===== config.mk =====
export PLATFORM = sky130hd
export DESIGN_NAME = bitmap_page_allocator_unit
export DESIGN_NICKNAME = d
export VERILOG_FILES = /design/src/rtl/core/bpa_pkg.sv /design/src/rtl/core/bpa_run_finder.sv /design/src/rtl/core/bitmap_page_allocator_unit.sv
export SDC_FILE = /design/constraint.sdc
export NUM_CORES = 2
export LEC_CHECK = 0
export BUFFER_PORTS_ARGS = -buffer_cell sky130_fd_sc_hd__buf_2
export CORE_ASPECT_RATIO = 0.7
export CORE_MARGIN = 4
export CORE_UTILIZATION = 35
export CTS_BUF_LIST = sky130_fd_sc_hd__clkbuf_16
export CTS_CLUSTER_SIZE = 24
export DETAILED_ROUTE_END_ITERATION = 7
export GPL_ROUTABILITY_DRIVEN = 0
export GPL_TIMING_DRIVEN = 0
export MAX_ROUTING_LAYER = met4
export SLEW_MARGIN = 5
export SYNTH_ARGS = -nofsm -noshare
export SYNTH_HDL_FRONTEND = slang
export SYNTH_HIERARCHICAL = 1
export SYNTH_SLANG_ARGS = --single-unit

===== constraint.sdc =====
create_clock -name clock -period 25.3 [get_ports clock]
set_clock_uncertainty 0.2 [all_clocks]
set_input_delay 2.53 -clock clock [delete_from_list [all_inputs] [get_ports clock]]
set_output_delay 2.53 -clock clock [all_outputs]
set_load 0.01 [all_outputs]

===== src/rtl/core/bpa_pkg.sv =====
`timescale 1ns / 1ps
// shared constants, codes and types of the bitmap page allocator
package bpa_pkg;

   localparam int MAX_PAGES = 1024;
   localparam int WORD_BITS = 32;
   localparam int BIT_W     = $clog2(WORD_BITS);
   localparam int MAP_WORDS = (MAX_PAGES + WORD_BITS - 1) / WORD_BITS;
   localparam int WORD_AW   = (MAP_WORDS > 1) ? $clog2(MAP_WORDS) : 1;
   localparam int IDX_W     = WORD_AW + BIT_W;

   // fixed field widths
   localparam int COUNT_W  = 11;
   localparam int PAGE_W   = 20;
   localparam int POOL_W   = 11;
   localparam int STATUS_W = 3;
   localparam int CSR_W    = 32;
   localparam int ADDR_W   = 3;

   // run lengths, sizes and run starts
   localparam int POS_W  = IDX_W + 1;
   localparam int CALC_W = ((POS_W > COUNT_W) ? POS_W : COUNT_W) + 1;

   localparam logic MODE_ALLOC = 1'b0;
   localparam logic MODE_FREE  = 1'b1;

   localparam logic REG_POOL_PAGES = 1'b0;
   localparam logic REG_BASE_PAGE  = 1'b1;

   localparam logic [STATUS_W-1:0] ST_OK          = 3'd0;
   localparam logic [STATUS_W-1:0] ST_NO_PAGES    = 3'd1;
   localparam logic [STATUS_W-1:0] ST_ZERO_COUNT  = 3'd2;
   localparam logic [STATUS_W-1:0] ST_FREED_UNUSED = 3'd3;
   localparam logic [STATUS_W-1:0] ST_OUT_OF_RANGE = 3'd4;

   typedef struct packed {
      logic              hit;
      logic [BIT_W-1:0]  pos;
      logic [CALC_W-1:0] run_out;
   } bpa_scan_type;

endpackage


===== src/rtl/core/bpa_run_finder.sv =====
`timescale 1ns / 1ps
// one-word free run finder shared by every step of the allocation scan
module bpa_run_finder (
   input  logic [bpa_pkg::WORD_BITS-1:0] used_word,
   input  logic [bpa_pkg::CALC_W-1:0]    run_in,
   input  logic [bpa_pkg::CALC_W-1:0]    need,
   output bpa_pkg::bpa_scan_type         scan
);

   logic [bpa_pkg::CALC_W-1:0]    run_at [bpa_pkg::WORD_BITS];
   logic [bpa_pkg::WORD_BITS-1:0] hit_at;

   // free run length ending at each bit, carried in from earlier words
   always_comb begin : run_lengths
      logic                      seen;
      logic [bpa_pkg::BIT_W-1:0] last;
      for (int j = 0; j < bpa_pkg::WORD_BITS; j++) begin
         seen = 1'b0;
         last = '0;
         for (int k = 0; k <= j; k++) begin
            if (used_word[k]) begin
               seen = 1'b1;
               last = bpa_pkg::BIT_W'(k);
            end
         end
         if (seen) begin
            run_at[j] = bpa_pkg::CALC_W'(bpa_pkg::BIT_W'(j) - last);
         end else begin
            run_at[j] = run_in + bpa_pkg::CALC_W'(j + 1);
         end
         hit_at[j] = (run_at[j] >= need);
      end
   end

   // lowest bit where the run first reaches the request
   always_comb begin
      scan.hit     = |hit_at;
      scan.pos     = '0;
      scan.run_out = run_at[bpa_pkg::WORD_BITS-1];
      for (int j = bpa_pkg::WORD_BITS - 1; j >= 0; j--) begin
         if (hit_at[j]) begin
            scan.pos = bpa_pkg::BIT_W'(j);
         end
      end
   end

endmodule


===== src/rtl/core/bitmap_page_allocator_unit.sv =====
`timescale 1ns / 1ps
// first-fit bitmap page allocator: csr block, sequencer and used-page map
//
//   channel   ports                         handshake
//   request   req_mode, req_page_count,     beat taken when start high, busy low
//             req_page_number
//   response  rsp_status, rsp_granted_page  beat valid for one cycle with rsp_strobe
//   csr       psel, penable, pwrite, paddr, write taken with penable, pready tied high
//             pwdata, prdata, pready
//
// a zero count, an oversized allocate or an out-of-range free is answered from S_DECIDE
// a free goes through S_DECIDE, then a read (S_RMW_RD) and a write (S_RMW_WR) per map word it touches
// an allocate goes through S_DECIDE and a first-fit scan in S_SCAN (one 32-bit map word per cycle
//   through the shared run finder, up to 32 words), then a read and a write per word to mark the run
// reset clears the csr and one valid flag per map word, so no clearing pass runs
// busy stays high from the request beat up to the response beat; the response
//   cannot be stalled and start is taken again in the cycle of rsp_strobe
module bitmap_page_allocator_unit (
   input  logic                            clock,
   input  logic                            reset,
   // request
   input  logic                            start,
   output logic                            busy,
   input  logic                            req_mode,
   input  logic [bpa_pkg::COUNT_W-1:0]     req_page_count,
   input  logic [bpa_pkg::PAGE_W-1:0]      req_page_number,
   // response
   output logic                            rsp_strobe,
   output logic [bpa_pkg::STATUS_W-1:0]    rsp_status,
   output logic [bpa_pkg::PAGE_W-1:0]      rsp_granted_page,
   // csr
   input  logic                            psel,
   input  logic                            penable,
   input  logic                            pwrite,
   input  logic [bpa_pkg::ADDR_W-1:0]      paddr,
   input  logic [bpa_pkg::CSR_W-1:0]       pwdata,
   output logic [bpa_pkg::CSR_W-1:0]       prdata,
   output logic                            pready
);

   typedef enum logic [2:0] {
      S_IDLE,
      S_DECIDE,
      S_SCAN,
      S_RMW_RD,
      S_RMW_WR
   } state_type;

   // csr
   logic [bpa_pkg::POOL_W-1:0] pool_pages_ff;
   logic [bpa_pkg::PAGE_W-1:0] base_page_ff;
   logic                       csr_write;

   // sequencer
   state_type                      state_ff, state_in;
   logic                           mode_ff, mode_in;
   logic [bpa_pkg::COUNT_W-1:0]    count_ff, count_in;
   logic [bpa_pkg::PAGE_W-1:0]     page_ff, page_in;
   logic [bpa_pkg::CALC_W-1:0]     size_ff, size_in;
   logic [bpa_pkg::WORD_AW-1:0]    word_ff, word_in;
   logic [bpa_pkg::IDX_W-1:0]      lo_ff, lo_in;
   logic [bpa_pkg::IDX_W-1:0]      hi_ff, hi_in;
   logic [bpa_pkg::CALC_W-1:0]     run_ff, run_in;
   logic                           unused_ff, unused_in;
   logic                           rsp_strobe_ff, rsp_strobe_in;
   logic [bpa_pkg::STATUS_W-1:0]   rsp_status_ff, rsp_status_in;
   logic [bpa_pkg::PAGE_W-1:0]     rsp_granted_ff, rsp_granted_in;

   // used-page map, one word per entry, with a valid flag per word
   logic [bpa_pkg::WORD_BITS-1:0] map_mem [bpa_pkg::MAP_WORDS];
   logic [bpa_pkg::MAP_WORDS-1:0] valid_ff;
   logic [bpa_pkg::WORD_BITS-1:0] rd_data_ff;
   logic                          rd_vld_ff;
   logic [bpa_pkg::WORD_AW-1:0]   rd_addr;
   logic                          mem_we;
   logic [bpa_pkg::WORD_BITS-1:0] mem_wdata;
   logic [bpa_pkg::WORD_BITS-1:0] rd_word;

   // scan datapath
   logic [bpa_pkg::CALC_W-1:0]    word_base;
   logic [bpa_pkg::CALC_W-1:0]    pool_left;
   logic [bpa_pkg::WORD_BITS-1:0] pool_mask;
   logic [bpa_pkg::WORD_BITS-1:0] scan_used;
   bpa_pkg::bpa_scan_type         scan;

   // run bit mask within the current word
   logic [bpa_pkg::BIT_W-1:0]     lo_bit, hi_bit;
   logic [bpa_pkg::WORD_BITS-1:0] run_mask;

   // free range check
   logic [bpa_pkg::PAGE_W-1:0] free_idx;
   logic [bpa_pkg::PAGE_W:0]   free_top;
   logic [bpa_pkg::IDX_W-1:0]  hit_idx;
   logic [bpa_pkg::CALC_W-1:0] hit_start;

   //---------------------------------------------------------------- csr block
   assign csr_write = psel & penable & pwrite & pready;
   assign pready    = 1'b1;

   always_ff @(posedge clock) begin
      if (reset) begin
         pool_pages_ff <= '0;
         base_page_ff  <= '0;
      end else if (csr_write) begin
         unique case (paddr[2])
            bpa_pkg::REG_POOL_PAGES: pool_pages_ff <= pwdata[bpa_pkg::POOL_W-1:0];
            bpa_pkg::REG_BASE_PAGE:  base_page_ff  <= pwdata[bpa_pkg::PAGE_W-1:0];
            default: ;
         endcase
      end
   end

   always_comb begin
      unique case (paddr[2])
         bpa_pkg::REG_POOL_PAGES: prdata = bpa_pkg::CSR_W'(pool_pages_ff);
         bpa_pkg::REG_BASE_PAGE:  prdata = bpa_pkg::CSR_W'(base_page_ff);
         default:                 prdata = '0;
      endcase
   end

   //---------------------------------------------------------------- map memory
   // unwritten words read back as all free
   always_ff @(posedge clock) begin
      if (mem_we) begin
         map_mem[word_ff] <= mem_wdata;
      end
      rd_data_ff <= map_mem[rd_addr];
      rd_vld_ff  <= valid_ff[rd_addr];
   end

   always_ff @(posedge clock) begin
      if (reset) begin
         valid_ff <= '0;
      end else if (mem_we) begin
         valid_ff[word_ff] <= 1'b1;
      end
   end

   assign rd_word = rd_data_ff & {bpa_pkg::WORD_BITS{rd_vld_ff}};

   //---------------------------------------------------------------- scan datapath
   // pages at or above the pool size count as used so no run crosses the end
   assign word_base = bpa_pkg::CALC_W'({word_ff, {bpa_pkg::BIT_W{1'b0}}});
   assign pool_left = size_ff - word_base;

   always_comb begin
      for (int j = 0; j < bpa_pkg::WORD_BITS; j++) begin
         pool_mask[j] = (bpa_pkg::CALC_W'(j) < pool_left);
      end
   end

   assign scan_used = rd_word | ~pool_mask;

   bpa_run_finder u_finder (
      .used_word (scan_used),
      .run_in    (run_ff),
      .need      (bpa_pkg::CALC_W'(count_ff)),
      .scan      (scan)
   );

   assign hit_idx   = {word_ff, scan.pos};
   assign hit_start = bpa_pkg::CALC_W'(hit_idx) + bpa_pkg::CALC_W'(1)
                      - bpa_pkg::CALC_W'(count_ff);

   // bits of the run that fall in the current word
   assign lo_bit = (word_ff == lo_ff[bpa_pkg::IDX_W-1:bpa_pkg::BIT_W])
                   ? lo_ff[bpa_pkg::BIT_W-1:0] : '0;
   assign hi_bit = (word_ff == hi_ff[bpa_pkg::IDX_W-1:bpa_pkg::BIT_W])
                   ? hi_ff[bpa_pkg::BIT_W-1:0] : '1;

   always_comb begin
      for (int j = 0; j < bpa_pkg::WORD_BITS; j++) begin
         run_mask[j] = (bpa_pkg::BIT_W'(j) >= lo_bit) && (bpa_pkg::BIT_W'(j) <= hi_bit);
      end
   end

   assign mem_wdata = (mode_ff == bpa_pkg::MODE_FREE) ? (rd_word & ~run_mask)
                                                      : (rd_word | run_mask);

   // free request offset into the pool
   assign free_idx = page_ff - base_page_ff;
   assign free_top = (bpa_pkg::PAGE_W + 1)'(free_idx) + (bpa_pkg::PAGE_W + 1)'(count_ff);

   //---------------------------------------------------------------- sequencer
   always_comb begin
      state_in       = state_ff;
      mode_in        = mode_ff;
      count_in       = count_ff;
      page_in        = page_ff;
      size_in        = size_ff;
      word_in        = word_ff;
      lo_in          = lo_ff;
      hi_in          = hi_ff;
      run_in         = run_ff;
      unused_in      = unused_ff;
      rsp_strobe_in  = 1'b0;
      rsp_status_in  = rsp_status_ff;
      rsp_granted_in = rsp_granted_ff;
      rd_addr        = word_ff;
      mem_we         = 1'b0;

      unique case (state_ff)
         S_IDLE: begin
            if (start) begin
               mode_in  = req_mode;
               count_in = req_page_count;
               page_in  = req_page_number;
               // oversized pool saturates to the map size
               if (bpa_pkg::CALC_W'(pool_pages_ff) > bpa_pkg::CALC_W'(bpa_pkg::MAX_PAGES)) begin
                  size_in = bpa_pkg::CALC_W'(bpa_pkg::MAX_PAGES);
               end else begin
                  size_in = bpa_pkg::CALC_W'(pool_pages_ff);
               end
               state_in = S_DECIDE;
            end
         end

         S_DECIDE: begin
            rd_addr   = '0;
            unused_in = 1'b0;
            run_in    = '0;
            word_in   = '0;
            if (count_ff == '0) begin
               rsp_strobe_in  = 1'b1;
               rsp_status_in  = bpa_pkg::ST_ZERO_COUNT;
               rsp_granted_in = '0;
               state_in       = S_IDLE;
            end else if (mode_ff == bpa_pkg::MODE_ALLOC) begin
               if (bpa_pkg::CALC_W'(count_ff) > size_ff) begin
                  rsp_strobe_in  = 1'b1;
                  rsp_status_in  = bpa_pkg::ST_NO_PAGES;
                  rsp_granted_in = '0;
                  state_in       = S_IDLE;
               end else begin
                  state_in = S_SCAN;
               end
            end else begin
               if ((page_ff < base_page_ff) ||
                   (free_top > (bpa_pkg::PAGE_W + 1)'(size_ff))) begin
                  rsp_strobe_in  = 1'b1;
                  rsp_status_in  = bpa_pkg::ST_OUT_OF_RANGE;
                  rsp_granted_in = '0;
                  state_in       = S_IDLE;
               end else begin
                  lo_in    = free_idx[bpa_pkg::IDX_W-1:0];
                  hi_in    = bpa_pkg::IDX_W'(free_top - (bpa_pkg::PAGE_W + 1)'(1));
                  word_in  = free_idx[bpa_pkg::IDX_W-1:bpa_pkg::BIT_W];
                  state_in = S_RMW_RD;
               end
            end
         end

         S_SCAN: begin
            // fetch the next word while this one goes through the finder
            rd_addr = word_ff + bpa_pkg::WORD_AW'(1);
            if (scan.hit) begin
               lo_in    = hit_start[bpa_pkg::IDX_W-1:0];
               hi_in    = hit_idx;
               word_in  = hit_start[bpa_pkg::IDX_W-1:bpa_pkg::BIT_W];
               state_in = S_RMW_RD;
            end else if (word_base + bpa_pkg::CALC_W'(bpa_pkg::WORD_BITS) >= size_ff) begin
               rsp_strobe_in  = 1'b1;
               rsp_status_in  = bpa_pkg::ST_NO_PAGES;
               rsp_granted_in = '0;
               state_in       = S_IDLE;
            end else begin
               word_in = word_ff + bpa_pkg::WORD_AW'(1);
               run_in  = scan.run_out;
            end
         end

         S_RMW_RD: begin
            state_in = S_RMW_WR;
         end

         S_RMW_WR: begin
            mem_we = 1'b1;
            if (mode_ff == bpa_pkg::MODE_FREE) begin
               unused_in = unused_ff | (|(run_mask & ~rd_word));
            end
            if (word_ff == hi_ff[bpa_pkg::IDX_W-1:bpa_pkg::BIT_W]) begin
               rsp_strobe_in = 1'b1;
               state_in      = S_IDLE;
               if (mode_ff == bpa_pkg::MODE_FREE) begin
                  rsp_status_in  = unused_in ? bpa_pkg::ST_FREED_UNUSED : bpa_pkg::ST_OK;
                  rsp_granted_in = '0;
               end else begin
                  rsp_status_in  = bpa_pkg::ST_OK;
                  rsp_granted_in = base_page_ff + bpa_pkg::PAGE_W'(lo_ff);
               end
            end else begin
               word_in  = word_ff + bpa_pkg::WORD_AW'(1);
               state_in = S_RMW_RD;
            end
         end

         default: begin
            state_in = S_IDLE;
         end
      endcase
   end

   always_ff @(posedge clock) begin
      mode_ff        <= mode_in;
      count_ff       <= count_in;
      page_ff        <= page_in;
      size_ff        <= size_in;
      word_ff        <= word_in;
      lo_ff          <= lo_in;
      hi_ff          <= hi_in;
      run_ff         <= run_in;
      unused_ff      <= unused_in;
      rsp_status_ff  <= rsp_status_in;
      rsp_granted_ff <= rsp_granted_in;
      if (reset) begin
         state_ff      <= S_IDLE;
         rsp_strobe_ff <= 1'b0;
      end else begin
         state_ff      <= state_in;
         rsp_strobe_ff <= rsp_strobe_in;
      end
   end

   assign busy             = (state_ff != S_IDLE);
   assign rsp_strobe       = rsp_strobe_ff;
   assign rsp_status       = rsp_status_ff;
   assign rsp_granted_page = rsp_granted_ff;

`ifndef SYNTHESIS
   // a taken request keeps the block busy in the next cycle
   a_start_goes_busy: assert property (@(posedge clock) disable iff (reset)
      (start && !busy) |=> busy)
      else $error("request beat did not make the block busy");

   // every response closes work that was in flight
   a_strobe_after_work: assert property (@(posedge clock) disable iff (reset)
      rsp_strobe |-> $past(busy))
      else $error("response beat without a request in flight");

   // the block goes idle only by answering
   a_idle_only_by_answer: assert property (@(posedge clock) disable iff (reset)
      $fell(busy) |-> rsp_strobe)
      else $error("block went idle without a response beat");

   // failures never carry a page (frees also answer with zero, not checked here)
   a_granted_zero_on_fail: assert property (@(posedge clock) disable iff (reset)
      (rsp_strobe && (rsp_status != bpa_pkg::ST_OK)) |-> (rsp_granted_page == '0))
      else $error("granted page set on a failed response");
`endif

endmodule

# Word level (Yosys, flattened, before mapping)
# Memory sizes are Yosys's and may differ from the RTL's. A register that Yosys moved wholly into a read port is not among the register bits.
# Cells that the tools add are included.
op_classes:
  addsub: 72
  n_lt_le_gt_ge: 136
  eq_ne: 20
  n_mux: 198
  bitwise: 13
  reduce_logical: 50
ops:
  columns: ["cell", "count"]
  rows:
  - ["12-bit 2-to-1 mux", 34]
  - ["12-bit by 11-bit greater-or-equal comparator with 1-bit output", 32]
  - ["5-bit 2-to-1 mux", 70]
  - ["12-bit by 5-bit adder with 12-bit output, second input constant", 16]
  - ["5-bit by 12-bit < comparator with 1-bit output, first input constant", 16]
  - ["20-bit 2-to-1 mux", 8]
  - ["12-bit by 4-bit adder with 12-bit output, second input constant", 8]
  - ["32-bit bitwise AND", 3]
  - ["4-bit by 12-bit < comparator with 1-bit output, first input constant", 8]
  - ["32-bit inverter", 3]
  - ["32-bit OR", 3]
  - ["5-bit by 5-bit subtractor with 6-bit output, first input constant", 16]
  - ["5-bit greater-or-equal comparator, first input constant", 16]
  - ["5-bit less-or-equal comparator, first input constant", 16]
  - ["10-bit 2-to-1 mux", 8]
  - ["32-bit case mux with 2 select lines", 1]
  - ["32-bit OR reduction", 2]
  - ["20-bit case mux with 3 select lines", 1]
  - ["12-bit by 3-bit adder with 12-bit output, second input constant", 4]
  - ["3-bit by 12-bit < comparator with 1-bit output, first input constant", 4]
  - ["4-bit by 5-bit subtractor with 6-bit output, first input constant", 8]
  - ["1-bit 2-to-1 mux", 47]
  - ["4-bit by 5-bit greater-or-equal comparator with 1-bit output, first input constant", 8]
  - ["4-bit by 5-bit less-or-equal comparator with 1-bit output, first input constant", 8]
  - ["other kinds (63)", 149]
word_totals:
  regBits: 173
  mem_bits_rw: 1024
  elab_cells: 508
  memories: 1
mem_list:
  columns: ["memory", "depth", "word_bits", "read_ports", "rd_ports_with_merged_regs", "wr", "line_no", "text"]
  rows:
  - ["map_mem", 32, 32, 1, 1, 1, "bitmap_page_allocator_unit.sv:70", "logic [bpa_pkg::WORD_BITS-1:0] map_mem [bpa_pkg::MAP_WORDS];"]

# Longest topological paths before layout
depth:
  ltp_word: 74
  ltp_mapped: 52
  depth_no_buf: 49

# Modules after synthesis
# Netlist, hierarchy kept.
by_module_without_submodules:
  columns: ["module", "n_inst", "cells_each", "area_per_inst_um2", "seq_area_each_um2"]
  rows:
  - ["bitmap_page_allocator_unit", 1, 3436, 52502.9, 35874.4]
  - ["bpa_run_finder", 1, 2383, 16458.3, 0.0]

# Least setup slack after synthesis
# OpenSTA, ideal clock, no wires.
synth_path:
  path_kind: "reg2reg"
  from: "reg word_ff[2] (netlist name)"
  to: "reg rsp_granted_ff, in the netlist rsp_granted_page[0], enable pin"
  setup_time_ns: 0.439
  arrival_time_ns: 9.595
  required_ns: 24.661
  path_slack_ns: 15.066
  path_stages_with_launch: 39
  path_buffers: 4
  cell_sequence: "edfxtp_1 > buf_2 > buf_1 > inv_1 > ha_1 > nor2b_1 > o21ai_0 > nand2b_1 > nor3_1 > a31oi_1 > nor3_1 > nand2_1 > clkbuf_1 > o21ai_0 > clkbuf_1 > nor2_1 > a21o_1 > o21ai_1 > (+3 left out) > inv_1 > ha_1 > nor2_1 > nor2_1 > a21oi_1 > ha_1 > a21o_1 > a221oi_1 > o21ai_0 > a221oi_1 > nand2_1 > or4b_2 > and4b_1 > nand3b_1 > inv_1 > or3_1 > o22ai_1 > a211oi_1"
synth_lines:
  columns: ["item", "line_no", "text"]
  rows:
  - ["from (decl)", "bitmap_page_allocator_unit.sv:60", "logic [bpa_pkg::WORD_AW-1:0] word_ff, word_in;"]
  - ["from (signal assigned)", "bitmap_page_allocator_unit.sv:308", "word_ff <= word_in;"]
  - ["to (signal assigned)", "bitmap_page_allocator_unit.sv:314", "rsp_granted_ff <= rsp_granted_in;"]
  - ["to (decl)", "bitmap_page_allocator_unit.sv:67", "logic [bpa_pkg::PAGE_W-1:0] rsp_granted_ff, rsp_granted_in;"]

==> flow_summary_export.csv <==
group,metric,value,unit
run_status,status,"finished with violations",
run_status,violations,"DRC, capacitance limit, slew limit",
worst_hold_path,hold_class,"flip-flop to flip-flop",
detailed_routing,drt-total-wl,230000,microns
global_route,grt_pass1_wl,335000,microns
place,dpl_cell_area,74900,sq um
worst_setup_path,slowest_stage,"o311ai_0",
power_and_ir_drop,power.total,9.93,mW
place,port_buffers,103,
global_route,grt_start_max_net_pins,33,
sta,fin_tns_setup,0,ns
worst_hold_path,whs_endpoint,"valid_ff[15]$_SDFFE_PP0P_",
global_route,grtUsageTotal,22.6,%
worst_hold_path,hold_start,"valid_ff[15]$_SDFFE_PP0P_",
logic_synthesis,ys_types,111,
place,dp_slack,12.79,ns
sta,min_period,13.28,ns
worst_setup_path,start_kind,"flip-flop",
power_and_ir_drop,ir_drop,0.0795,mV
sta,maxSlewViolCount,11,
clock_tree,hold_buffers,0,
detailed_routing,drt-pass1-iter-count,8,
run,max-cap-violations,2,
floorplanning,core_area,196000,sq um
clock_tree,post-cts-setup-buffers,0,
worst_setup_path,required,25.61,ns
global_route,antenna_found_initial,7,
finish,utilization,40.1,%
sta,fmax,75.3,MHz
logic_synthesis,yosysWarnings,6,
sta,hold_ws,0.263,ns
logic_synthesis,syn_area_per_cell,11.9,sq um
detailed_routing,drt_iter0_markers,8341,
global_route,grt_overflow_total,0,
floorplanning,die-width,539,microns
finish,nets,6734,
detailed_routing,routedWlPerCell,26.0,microns
floorplanning,die-area,204000,sq um
sta,maxSlewHeadroom,-9.91,%
logic_synthesis,async_flop_share,0,%
finish,fin_cells,8852,
worst_setup_path,cpPeakStageDelay,1.34,ns
finish,drive_gt1_share,13.5,%
sta,setup_viol,0,
worst_setup_path,critPathKind,"flip-flop to flip-flop",
worst_setup_path,crit_path_max_fanout,10,
sta,tightest_slew,1.63,ns
worst_setup_path,regToRegStartpoint,"word_ff[2]$_DFFE_PP_",
detailed_routing,via_per_inst,5.92,
worst_setup_path,rr_endpoint,"word_ff[4]$_DFFE_PP_",
clock_tree,htreeDepth,3,
detailed_routing,drc,1,
clock_tree,cts_resized,0,
clock_tree,insertion_delay,0.78,ns
floorplanning,initial_core_util,35.1,%
floorplanning,die-height,379,microns
power_and_ir_drop,leakage,28.2,nW
logic_synthesis,synthCells,5819,
finish,area_growth,14.1,%
sta,period_share,52.5,%
detailed_routing,ant_nets,0,
finish,fill_cells,18400,
detailed_routing,vias,52400,
logic_synthesis,synth_area,69000,sq um
clock_tree,numCtsBuffers,118,
sta,finalWorstSetupSlack,12.02,ns
worst_setup_path,critPathCaptureType,"flip-flop",
power_and_ir_drop,p_per_area,126,nW/um^2
floorplanning,fp-row-count,136,
worst_setup_path,r2r_cells,46,
worst_setup_path,crit_path_frequent_cell,"o21ai_0",
clock_tree,clk_pin_slew,0.06,ns
place,dpl.cell_count,8629,
place,dp_hpwl,170000,microns
sta,rsz0062_at_grt,"false",
logic_synthesis,ys_seq_area_share,52.0,%
clock_tree,root_buffer,"clkbuf_16",
worst_setup_path,cp.arrival,13.59,ns
clock_tree,cts_tree,"yes",
worst_hold_path,hold_depth,2,
finish,final_area,78700,sq um
logic_synthesis,synth_flop_cell,"edfxtp_1",
clock_tree,clockBufferDepth,3,
sta,hold_viol,0,
logic_synthesis,ys_ff_latch,1228,
worst_setup_path,ff2ff_setup_slack,12.02,ns
global_route,first_global_vias,49000,
logic_synthesis,synth_edf_count,1128,
clock_tree,cts.sinks,1228,
floorplanning,ios,131,
worst max-delay path: cells and delay by family, from the launching register on:
family / cells / cell delay, ns
AO/OA/AOI/OAI: 21 / 7.38
adder cells (fa/ha/maj): 6 / 1.73
AND/OR/NAND/NOR: 9 / 1.46
flip-flops: 1 / 0.38
XOR/XNOR: 1 / 0.13
multiplexers: 1 / 0.26
buffers and inverters: 8 / 1.44
metal layers:
layer	up-vias	global-route usage [%]	wire length [microns]	part of all wire (%)
met2	3359	29.7	90200	39
met1	26100	33.6	102000	44
met3	451	5.86	30000	13
met5	-	-	0	0
met4	0	6.68	7710	3.4
li1	22500	-	-	-
area by class of cell:
cell class,count,area [sq um],share of cell area [%]
diodes,5,12.5,0.0159
plain buffers,308,1280,1.63
clock buffers,119,2980,3.78
clock inverters,99,850,1.08
inverters,155,582,0.739
multi-input cells,4140,31800,40.5
flip-flops and latches,1228,35900,45.6
well taps,2622,3280,4.17
repair buffers,176,2000,2.54
flip-flops by register name (all words and copies together), names as in the netlist:
signal / flops
map_mem: 1024
rd_data_ff: 32
valid_ff: 32
base_page_ff: 20
page_ff: 20
rsp_granted_page: 20
run_ff: 12
count_ff: 11
pool_pages_ff: 11
size_ff: 11
hi_ff: 10
lo_ff: 10
word_ff: 5
rsp_status: 3
state_ff: 3
mode_ff: 1
rd_vld_ff: 1
rsp_strobe: 1
unused_ff: 1
power by group:
| part | switching (mW) | total (mW) | internal (mW) |
|---|---|---|---|
| Sequential | 0.0872 | 2.48 | 2.39 |
| Clock | 0.790 | 1.74 | 0.953 |
| Combinational | 3.64 | 5.71 | 2.07 |
| Total | 4.52 | 9.93 | 5.41 |
cells in the mapped netlist (113+ instances only):
library cell / n / share of area (%)
xnor2_1: 162 / 2.1
a21oi_1: 308 / 2.2
nand3_1: 257 / 1.9
edfxtp_1: 1128 / 49
xor2_1: 113 / 1.4
nor2_1: 538 / 2.9
o21ai_0: 289 / 2.1
inv_1: 151 / 0.82
clkbuf_1: 218 / 1.2
mux4_2: 264 / 8.6
ha_1: 529 / 9.6
nand2_1: 688 / 3.7
cells in the final DEF (no fill, tap or decap), types with 84 or more instances in the layout:
master | netlist | routed
o21ai_0 | 289 | 276
buf_2 | 38 | 141
nor2_1 | 538 | 506
clkbuf_1 | 218 | 218
ha_1 | 529 | 529
edfxtp_1 | 1128 | 1128
a21oi_1 | 308 | 306
inv_1 | 151 | 172
nand3_1 | 257 | 257
nand2_1 | 688 | 688
clkbuf_16 | 0 | 119
a21o_1 | 84 | 84
mux4_2 | 264 | 264
xor2_1 | 113 | 112
dfxtp_1 | 100 | 100
xnor2_1 | 162 | 162
worst max-delay path by stage:
stage	to	slack [ns]	start	depth (start not counted)
2_1_floorplan	rsp_granted_page[0]$_SDFFCE_PP0P_	15.07	word_ff[2]$_DFFE_PP_	38
3_3_place_gp	rsp_granted_page[12]$_SDFFCE_PP0P_	10.39	word_ff[2]$_DFFE_PP_	36
3_5_place_dp	word_ff[4]$_DFFE_PP_	12.79	word_ff[2]$_DFFE_PP_	50
4_1_cts	word_ff[4]$_DFFE_PP_	12.71	word_ff[2]$_DFFE_PP_	50
5_1_grt	word_ff[4]$_DFFE_PP_	11.64	word_ff[2]$_DFFE_PP_	50
6_report	word_ff[4]$_DFFE_PP_	12.02	word_ff[2]$_DFFE_PP_	46
logic make-up after synthesis:
logic type,Yosys count,synth area share (%)
buf+inv,463,2.71
fa+ha+maj,534,9.74
flops,1228,52.0
xor+xnor,276,3.52
simple gates,1915,12.6
other cells,2,0.0109
compound gates,1079,9.94
mux,322,9.51
Power figures use the tool's default switching activity.
